### config.mk
export PLATFORM = sky130hd
export DESIGN_NAME = mpfde_front
export DESIGN_NICKNAME = d
export VERILOG_FILES = /design/src/rtl/mpfde_pkg.sv /design/src/rtl/mpfde_front.sv
export SDC_FILE = /design/constraint.sdc
export NUM_CORES = 1
export LEC_CHECK = 0
export BUFFER_PORTS_ARGS = -buffer_cell sky130_fd_sc_hd__buf_2
export CAP_MARGIN = 30
export CORE_MARGIN = 1.5
export CORE_UTILIZATION = 53
export DETAILED_ROUTE_END_ITERATION = 6
export PLACE_DENSITY = 0.91
export SLEW_MARGIN = 20
export SYNTH_ARGS = -nofsm -noshare
export SYNTH_HDL_FRONTEND = slang
export SYNTH_SLANG_ARGS = --single-unit
### constraint.sdc
create_clock -name vclk -period 5.02
set_input_delay 0.251 -clock vclk [all_inputs]
set_output_delay 0.251 -clock vclk [all_outputs]
set_load 0.03 [all_outputs]
### src/rtl/mpfde_pkg.sv
// ----------------------------------------------------------------------------
// mpfde_pkg
// shared types and constants of the page framebuffer draw engine
// ----------------------------------------------------------------------------
package mpfde_pkg;

   localparam int STRIDE_DEF        = 88;
   localparam int ROWS_DEF          = 48;
   localparam int VISIBLE_WIDTH_DEF = 84;

   localparam logic [2:0] MODE_CLEAR  = 3'd0;
   localparam logic [2:0] MODE_PIXEL  = 3'd1;
   localparam logic [2:0] MODE_HLINE  = 3'd2;
   localparam logic [2:0] MODE_VLINE  = 3'd3;
   localparam logic [2:0] MODE_RECT   = 3'd4;
   localparam logic [2:0] MODE_FILL   = 3'd5;
   localparam logic [2:0] MODE_READ   = 3'd6;
   localparam logic [2:0] MODE_UNUSED = 3'd7;

   // job kinds handed from front to back
   localparam logic [1:0] JOB_NONE  = 2'd0;
   localparam logic [1:0] JOB_CLEAR = 2'd1;
   localparam logic [1:0] JOB_DRAW  = 2'd2;
   localparam logic [1:0] JOB_READ  = 2'd3;

   typedef struct packed {
      logic [2:0] mode;
      logic [6:0] x;
      logic [5:0] y;
      logic [6:0] width;
      logic [5:0] height;
      logic       color;
   } req_type;

   typedef struct packed {
      logic [7:0] read_data;
      logic       status;
   } rsp_type;

   // classified job: a column range times a row range, or clear, or read
   typedef struct packed {
      logic [1:0] kind;
      logic       outline;
      logic       skip;
      logic [6:0] x0;
      logic [6:0] x1;
      logic [5:0] y0;
      logic [5:0] y1;
      logic       color;
   } job_type;

endpackage

### src/rtl/mpfde_front.sv
// ----------------------------------------------------------------------------
// mpfde_front
// takes a command, checks bounds and turns it into a rectangular job
// ----------------------------------------------------------------------------
module mpfde_front #(
   parameter int STRIDE        = mpfde_pkg::STRIDE_DEF,
   parameter int ROWS          = mpfde_pkg::ROWS_DEF,
   parameter int VISIBLE_WIDTH = mpfde_pkg::VISIBLE_WIDTH_DEF
) (
   input  mpfde_pkg::req_type req,
   output mpfde_pkg::job_type job
);
   logic [7:0] xe;
   logic [6:0] ye;
   logic       xs_out, ys_out;
   logic       empty;

   always_comb begin
      xe     = {1'b0, req.x} + {1'b0, req.width};
      ye     = {1'b0, req.y} + {1'b0, req.height};
      xs_out = ({1'b0, req.x} >= 8'(STRIDE));
      ys_out = ({1'b0, req.y} >= 7'(ROWS));
      empty  = 1'b0;
      job         = '0;
      job.color   = req.color;
      job.x0      = req.x;
      job.x1      = req.x;
      job.y0      = req.y;
      job.y1      = req.y;
      job.kind    = mpfde_pkg::JOB_DRAW;
      unique case (req.mode)
         mpfde_pkg::MODE_CLEAR: job.kind = mpfde_pkg::JOB_CLEAR;
         mpfde_pkg::MODE_PIXEL: job.skip = xs_out | ys_out;
         mpfde_pkg::MODE_HLINE: begin
            job.skip = ys_out | (xe > 8'(STRIDE));
            job.x1   = 7'(xe - 8'd1);
            empty    = (req.width == '0);
         end
         mpfde_pkg::MODE_VLINE: begin
            job.skip = xs_out | (ye > 7'(ROWS));
            job.y1   = 6'(ye - 7'd1);
            empty    = (req.height == '0);
         end
         mpfde_pkg::MODE_RECT, mpfde_pkg::MODE_FILL: begin
            job.skip    = (xe > 8'(VISIBLE_WIDTH)) | (ye > 7'(ROWS));
            job.x1      = 7'(xe - 8'd1);
            job.y1      = 6'(ye - 7'd1);
            job.outline = (req.mode == mpfde_pkg::MODE_RECT);
            empty       = (req.width == '0) | (req.height == '0);
         end
         mpfde_pkg::MODE_READ: begin
            job.kind = mpfde_pkg::JOB_READ;
            job.skip = xs_out | ys_out;
         end
         default: job.skip = 1'b1;
      endcase
      if (job.kind == mpfde_pkg::JOB_DRAW && (job.skip || empty))
         job.kind = mpfde_pkg::JOB_NONE;
   end
endmodule

==> qor.txt <==
startpoint types = input pin
outcome = finished clean
Worst Tran Pin Value = 725 ps
vias in the first global route = 1257
area grow syn2layout = 17.3%
largest net degree at the start of global routing = 15
Min Clock Period, post-route = 2830 ps
chain of cells forming the critical path = buf_2 > ha_1 > inv_1 > fa_1 > and2b_1 > o22ai_1 > xnor2_2 > a31oi_1 > o41ai_1 > or3_1 > buf_2
post-synthesis sequential area ratio = 0
Syn Area/Cell = 6.91 um^2
Top Ports = 61
Max Freq = 353 MHz
RePlAce Congestion = 0.869
Pins Over Slew Limit = 0
post-CTS sizing = 0
CP arrival = 2580 ps
Area contributors post-synth = ha_1 (17%), buf_4 (8.5%), o21ai_0 (6.9%), nand2_1 (6.1%), xnor2_1 (5.0%)
FF/Latch Area = 0 um^2
core area = 2210 um^2
synthesized area = 1240 um^2
seq_cells = 0
Routed WL per cell = 12.9 um
Via density = 5.74
Max-Cap Viols = 0
crit path kind = in -> out
fin nets = 272
share of post-route cells with drive strength above 1 = 0.312
CP Capture Type = output port
Synth top cells by count = nand2_1 (20), ha_1 (17), o21ai_0 (17)
die area = 2630 um^2
Final HPWL DP = 2780 um
post-route cell area = 1450 um^2
Peak supply drop = 0.0809 mV
placed insts = 249
1st-pass router iterations = 4
Fin. Hold Viols = 0
CLK BUF = 0
DRC viols = 0
Tot GR Track Use = 0.246
Die H = 51.3 um
Relative slew margins = 0.515
Layout Cells excl Fill = 249
die width = 51.3 um
Post-DP Area = 1450 um^2
n_diodes = 0
starting density of the core = 0.559
Pleak = 0.727 nW
Worst EP required = 4770 ps
final setup fails = 0
top-area cell type share of the netlist area = 0.172
Worst path slowest cell = o41ai_1
Post-CTS Hold Fix Bufs = 0
initial antenna violation count = 0
# rows = 17
P per Cell Area = 167 nW/um^2
CP max stage delay = 420 ps
gr ovfl total = 0
most used cell, CP = buf_2
post-route ant nets = 0
final WL = 3210 um
count leader, synth = nand2_1
syn_nets = 228
post-synth top area cell = ha_1
first-pass GRT wire length = 5220 um
Hold WC Path Type = in -> out
Port Buffers = 59
unrepaired setup endpoints after global routing = no
Synth cell types = 47
Mapped Cells = 179
buffers inserted by post-CTS timing repair = 0
synth warn = 0
vias post-DR = 1429
Post-Route Setup TNS = 0 ps
Iter 0 DRT Violations = 29
crit share post-route = 0.564
Worst Path Max Fanout = 5
[cell type report]
type / count / area (um^2)
fillers: 214 / 762
inverters: 12 / 45.0
multi-input cells: 150 / 1070
well taps: 28 / 35.0
repair buffers: 59 / 295
[through the flow]
step           hold WS [ps]   util  power [mW]  setup slack (ps)
2_1_floorplan           614      -       0.186              2290
3_3_place_gp            502  0.656       0.237              2350
3_5_place_dp            502  0.656       0.241              2250
4_1_cts                 502  0.656       0.242              2240
5_1_grt                 502  0.656       0.265              2090
6_report                502  0.656       0.243              2190
[placed cells by master, fill, tap and decap left out, types with 3 or more instances in the layout]
master,instances
a21o_1,3
a21oi_1,11
buf_2,59
ha_1,17
inv_1,11
nand2_1,20
nand3_1,6
nor2_1,10
nor2b_1,5
nor3_1,5
nor3b_1,4
nor4_1,3
o21ai_0,17
xnor2_1,7
xor2_1,7
[per-layer routing]
metal  global-route usage  share of wire
met5                    0              0
met4               0.0132              0
met1                0.305           0.43
met2                0.481           0.50
met3               0.0146          0.068
[critical path: cells and delay by family]
family / cells / cell delay, ps
AO/OA/AOI/OAI: 3 / 680
AND/OR/NAND/NOR: 2 / 430
buffers and inverters: 3 / 360
adder cells (fa/ha/maj): 2 / 590
XOR/XNOR: 1 / 260
[kinds of logic (layout without fill, tap and decap cells)]
group           count (synthesis)  count (layout)  share of synthesized area
buf+inv                        29              71                      0.131
mux                             1               1                    0.00810
compound gates                 53              53                      0.294
xor+xnor                       15              15                      0.112
fa+ha+maj                      19              19                      0.204
simple gates                   62              62                      0.251
[final timing paths]
| path | startpoint | endpoint | slack (ps) | depth (start not counted) |
|---|---|---|---|---|
| worst max-delay path | req[7] | job[27] | 2190 | 11 |
| worst min-delay path | req[0] | job[0] | 500 | 0 |
[power by group]
part / internal, mW / switching [mW] / leakage, nW / total (mW)
Clock: 0 / 0 / 0 / 0
Combinational: 0.0883 / 0.155 / 0.727 / 0.243
Sequential: 0 / 0 / 0 / 0
Total: 0.0883 / 0.155 / 0.727 / 0.243
No activity file was read; power rests on OpenSTA's default activity.
