## src/rtl/mpfde_pkg.sv

```systemverilog
// ----------------------------------------------------------------------------
// mpfde_pkg
// shared types and constants of the page framebuffer draw engine
// ----------------------------------------------------------------------------
package mpfde_pkg;

   localparam int STRIDE_DEF        = 88;
   localparam int ROWS_DEF          = 48;
   localparam int VISIBLE_WIDTH_DEF = 84;

   localparam logic [2:0] MODE_CLEAR  = 3'd0;
   localparam logic [2:0] MODE_PIXEL  = 3'd1;
   localparam logic [2:0] MODE_HLINE  = 3'd2;
   localparam logic [2:0] MODE_VLINE  = 3'd3;
   localparam logic [2:0] MODE_RECT   = 3'd4;
   localparam logic [2:0] MODE_FILL   = 3'd5;
   localparam logic [2:0] MODE_READ   = 3'd6;
   localparam logic [2:0] MODE_UNUSED = 3'd7;

   // job kinds handed from front to back
   localparam logic [1:0] JOB_NONE  = 2'd0;
   localparam logic [1:0] JOB_CLEAR = 2'd1;
   localparam logic [1:0] JOB_DRAW  = 2'd2;
   localparam logic [1:0] JOB_READ  = 2'd3;

   typedef struct packed {
      logic [2:0] mode;
      logic [6:0] x;
      logic [5:0] y;
      logic [6:0] width;
      logic [5:0] height;
      logic       color;
   } req_type;

   typedef struct packed {
      logic [7:0] read_data;
      logic       status;
   } rsp_type;

   // classified job: a column range times a row range, or clear, or read
   typedef struct packed {
      logic [1:0] kind;
      logic       outline;
      logic       skip;
      logic [6:0] x0;
      logic [6:0] x1;
      logic [5:0] y0;
      logic [5:0] y1;
      logic       color;
   } job_type;

endpackage

```

## src/rtl/mpfde_queue.sv

```systemverilog
// ----------------------------------------------------------------------------
// mpfde_queue
// two-entry job queue between front and back
// ----------------------------------------------------------------------------
module mpfde_queue (
   input  logic               clock,
   input  logic               reset,
   input  logic               push,
   input  mpfde_pkg::job_type push_job,
   output logic               full,
   output logic               pop_valid,
   output mpfde_pkg::job_type pop_job,
   input  logic               pop
);
   mpfde_pkg::job_type ent_ff [2];
   logic [1:0] cnt_ff;
   logic       rp_ff, wp_ff;

   assign full      = (cnt_ff == 2'd2);
   assign pop_valid = (cnt_ff != 2'd0);
   assign pop_job   = ent_ff[rp_ff];

   always_ff @(posedge clock) begin
      if (push) ent_ff[wp_ff] <= push_job;
      if (reset) begin
         cnt_ff <= '0;
         rp_ff  <= 1'b0;
         wp_ff  <= 1'b0;
      end else begin
         if (push) wp_ff <= ~wp_ff;
         if (pop)  rp_ff <= ~rp_ff;
         cnt_ff <= cnt_ff + 2'(push) - 2'(pop);
      end
   end
endmodule

```

## config.mk

```make
export PLATFORM = sky130hd
export DESIGN_NAME = mpfde_queue
export DESIGN_NICKNAME = d
export VERILOG_FILES = /design/src/rtl/mpfde_pkg.sv /design/src/rtl/mpfde_queue.sv
export SDC_FILE = /design/constraint.sdc
export NUM_CORES = 1
export LEC_CHECK = 0
export ABC_CLOCK_PERIOD_IN_PS = 2100
export BUFFER_PORTS_ARGS = -buffer_cell sky130_fd_sc_hd__buf_2
export CAP_MARGIN = 40
export CORE_AREA = 5 5 71 99
export CTS_CLUSTER_DIAMETER = 60
export DETAILED_ROUTE_END_ITERATION = 6
export DIE_AREA = 0 0 76 104
export HOLD_SLACK_MARGIN = 0.06
export PLACE_DENSITY = 0.66
export SYNTH_ARGS = -nofsm -noshare
export SYNTH_HDL_FRONTEND = slang
export SYNTH_SLANG_ARGS = --single-unit
```

## constraint.sdc

```tcl
create_clock -name clock -period 2.1 [get_ports clock]
set_input_delay 0.21 -clock clock [delete_from_list [all_inputs] [get_ports clock]]
set_output_delay 0.21 -clock clock [all_outputs]
set_load 0.01 [all_outputs]
```

==> results.txt <==
outcome -> finished, final reports clean
crit path max fanout -> 18
Placed Instances -> 258
maxcap violations -> 0
worst-skew pair later-pin latency -> 0.32 ns
critical path type -> register to primary output
P_leak -> 0.00128 uW
fillers -> 515
Post-Route WL -> 4280 microns
Yosys top cell area share -> 75.6%
relative slew slack -> 71.9%
r2r startpoint -> cnt_ff[0]
final hold vios -> 0
CTS tree -> built
I/O Buffers -> 67
Die Height -> 104 microns
Placeable Area -> 0.00608 sq mm
Layout area overhead -> 34.1%
Clock transition at path regs -> 0.06 ns
Cell variety after synth -> 12
H-tree Lvls -> 3
Final WS setup -> 0.475 ns
DP HPWL -> 2840 microns
Max Clock Freq -> 615 MHz
FF/Latch Area -> 0.00196 sq mm
Root Driver -> clkbuf_8
Nets -> 256
Crit path required time -> 1.89 ns
reg-to-reg slack, setup -> 0.89 ns
Yosys reg bits -> 67
register area share after synthesis -> 79.6%
Post-Synthesis Cell Area -> 0.00246 sq mm
average via count per standard cell -> 4.52
first-pass GRT wire length -> 6610 microns
Tot GR Track Use -> 10.9%
power per cell area -> 886 mW/mm^2
total CTS buffers -> 9
Synthesis Warnings -> 0
RR Endpoint -> cnt_ff[1]
Die ar. -> 0.00790 sq mm
minimum clock period -> 1.62 ns
VDD IR max -> 0.575 mV
largest area contributor in the netlist -> edfxtp_1
Worst Setup End Kind -> primary output
Initial Util -> 40.5%
largest net degree at the start of global routing -> 32
# DRC -> 0
diodes inserted -> 0
crit path to -> pop_job[30]
average wire per standard cell -> 14.5 microns
Pins Over Slew Limit -> 0
Mean Syn Cell Area -> 21.1 sq um
Cells after Synth -> 117
total power -> 2930 uW
vias in the first global route -> 1389
total grt overflow -> 0
crit path DAT -> 1.41 ns
setup TNS -> 0 ns
# resized after CTS -> 0
Final Wtd Congestion -> 0.681
post-route ant nets -> 0
RSZ-0062 raised after global routing -> false
DR iter-0 viols -> 63
initial antenna violation count -> 0
Die Width -> 76 microns
Final Cycle Share -> 77.4%
worst hold path class -> input port to register
# setup viols final -> 0
row count -> 34
Least-Margin Pin Slew -> 0.421 ns
top post-synthesis cells by area -> edfxtp_1 (76%), mux2_2 (14%), dfxtp_1 (4.1%)
CP Launch Type -> register
share of layout cells above drive strength 1 -> 52.7%
vias -> 1338
clock sinks -> 67
Multi-input gate area -> 468 sq um
hold path depth -> 1
Ports -> 68
worst slack, placed -> 0.787 ns
clock skew -> 0.00415 ns
depth of the most critical reg-to-reg path -> 6
DRT Pass-1 Iters -> 4
Non-Filler Instances -> 296
clock buffer depth -> 2
Post-Syn Nets -> 154
[synthesized netlist by cell type]
library cell and instances:
or2_2 1, mux2_2 31, inv_1 2, xnor2_1 2, dfxtp_1 5, edfxtp_1 62, buf_6 3, ha_1 2
nor2_1 4, xnor3_1 1, nor2b_1 3, and2_1 1
[stage by stage]
step	utilization (%)	hold slack (ns)	cell area (sq um)
CTS	53.3	0.0603	3240
global placement	47.7	0.397	2900
detailed placement	47.7	0.402	2900
floorplan	-	0.282	2470
finish	54.3	0.0775	3300
global route	54.3	0.0607	3300
[area by class of cell]
class	count	share of cell area, %
well taps	72	2.73
clock inverters	7	1.78
inverters	2	0.227
clock buffers	9	3.75
multi-input cells	45	14.2
repair buffers	94	18.0
flip-flops and latches	67	59.4
[sequential cells by signal, indices dropped and copies added, names as in the netlist, named ones only]
signal and flops:
cnt_ff 2, ent_ff 62, wp_ff 1, rp_ff 1
[worst min path at each step]
stage,start,endpoint
after detailed placement,push_job[17],ent_ff[0][17]
after global routing,push_job[26],ent_ff[0][26]
after floorplan,reset,cnt_ff[0]
final,push_job[12],ent_ff[1][12]
after global placement,push_job[10],ent_ff[0][10]
after CTS,push_job[12],ent_ff[1][12]
[what timing repair did]
item | in CTS | in global routing
hold endpoints to repair | 32 | 11
hold buffers | 16 | 6
setup buffers | 0 | 0
[kinds of logic (layout without fill, tap and decap cells)]
logic type               after synthesis  count (layout)  synth area share, %
AND/OR/NAND/NOR                        9               9                 1.88
flip-flops                            67              67                 79.6
multiplexers                          31              31                 14.2
buffers and inverters                  5             112                 1.68
adder cells (fa/ha/maj)                2               2                 1.02
XOR/XNOR                               3               3                 1.63
[placed cells by master, fill, tap and decap left out]
cell | netlist | routed
clkinv_2 | 0 | 2
buf_2 | 0 | 67
inv_1 | 2 | 2
edfxtp_1 | 62 | 62
or2_2 | 1 | 1
nor2_1 | 4 | 4
clkinv_1 | 0 | 3
mux2_2 | 31 | 31
xnor2_1 | 2 | 2
nor2b_1 | 3 | 2
dfxtp_1 | 5 | 5
and2_1 | 1 | 1
buf_4 | 0 | 5
dlygate4sd3_1 | 0 | 22
nor2b_4 | 0 | 1
xnor3_1 | 1 | 1
clkinvlp_4 | 0 | 1
bufinv_16 | 0 | 1
ha_1 | 2 | 2
clkbuf_8 | 0 | 9
[critical path, cell delays in order (launching register included)]
cell	delay, ns
dfxtp_1	0.33
buf_4	0.25
mux2_2	0.38
buf_2	0.14
[report_power, final]
group          leakage [uW]  internal, uW  total, uW  switching (uW)
Combinational      0.000565           209        390             181
Clock             0.0000915           531        954             423
Sequential         0.000624          1560       1580            26.3
Total               0.00128          2300       2930             631
[routing by layer]
layer / part of all wire [%] / track usage (%) / vias up
li1: - / - / 653
met1: 36 / 10.6 / 643
met2: 57 / 19.5 / 35
met3: 4.6 / 3.55 / 7
met4: 2.5 / 6.87 / 0
met5: 0 / 0 / -
Power figures use the tool's default switching activity.
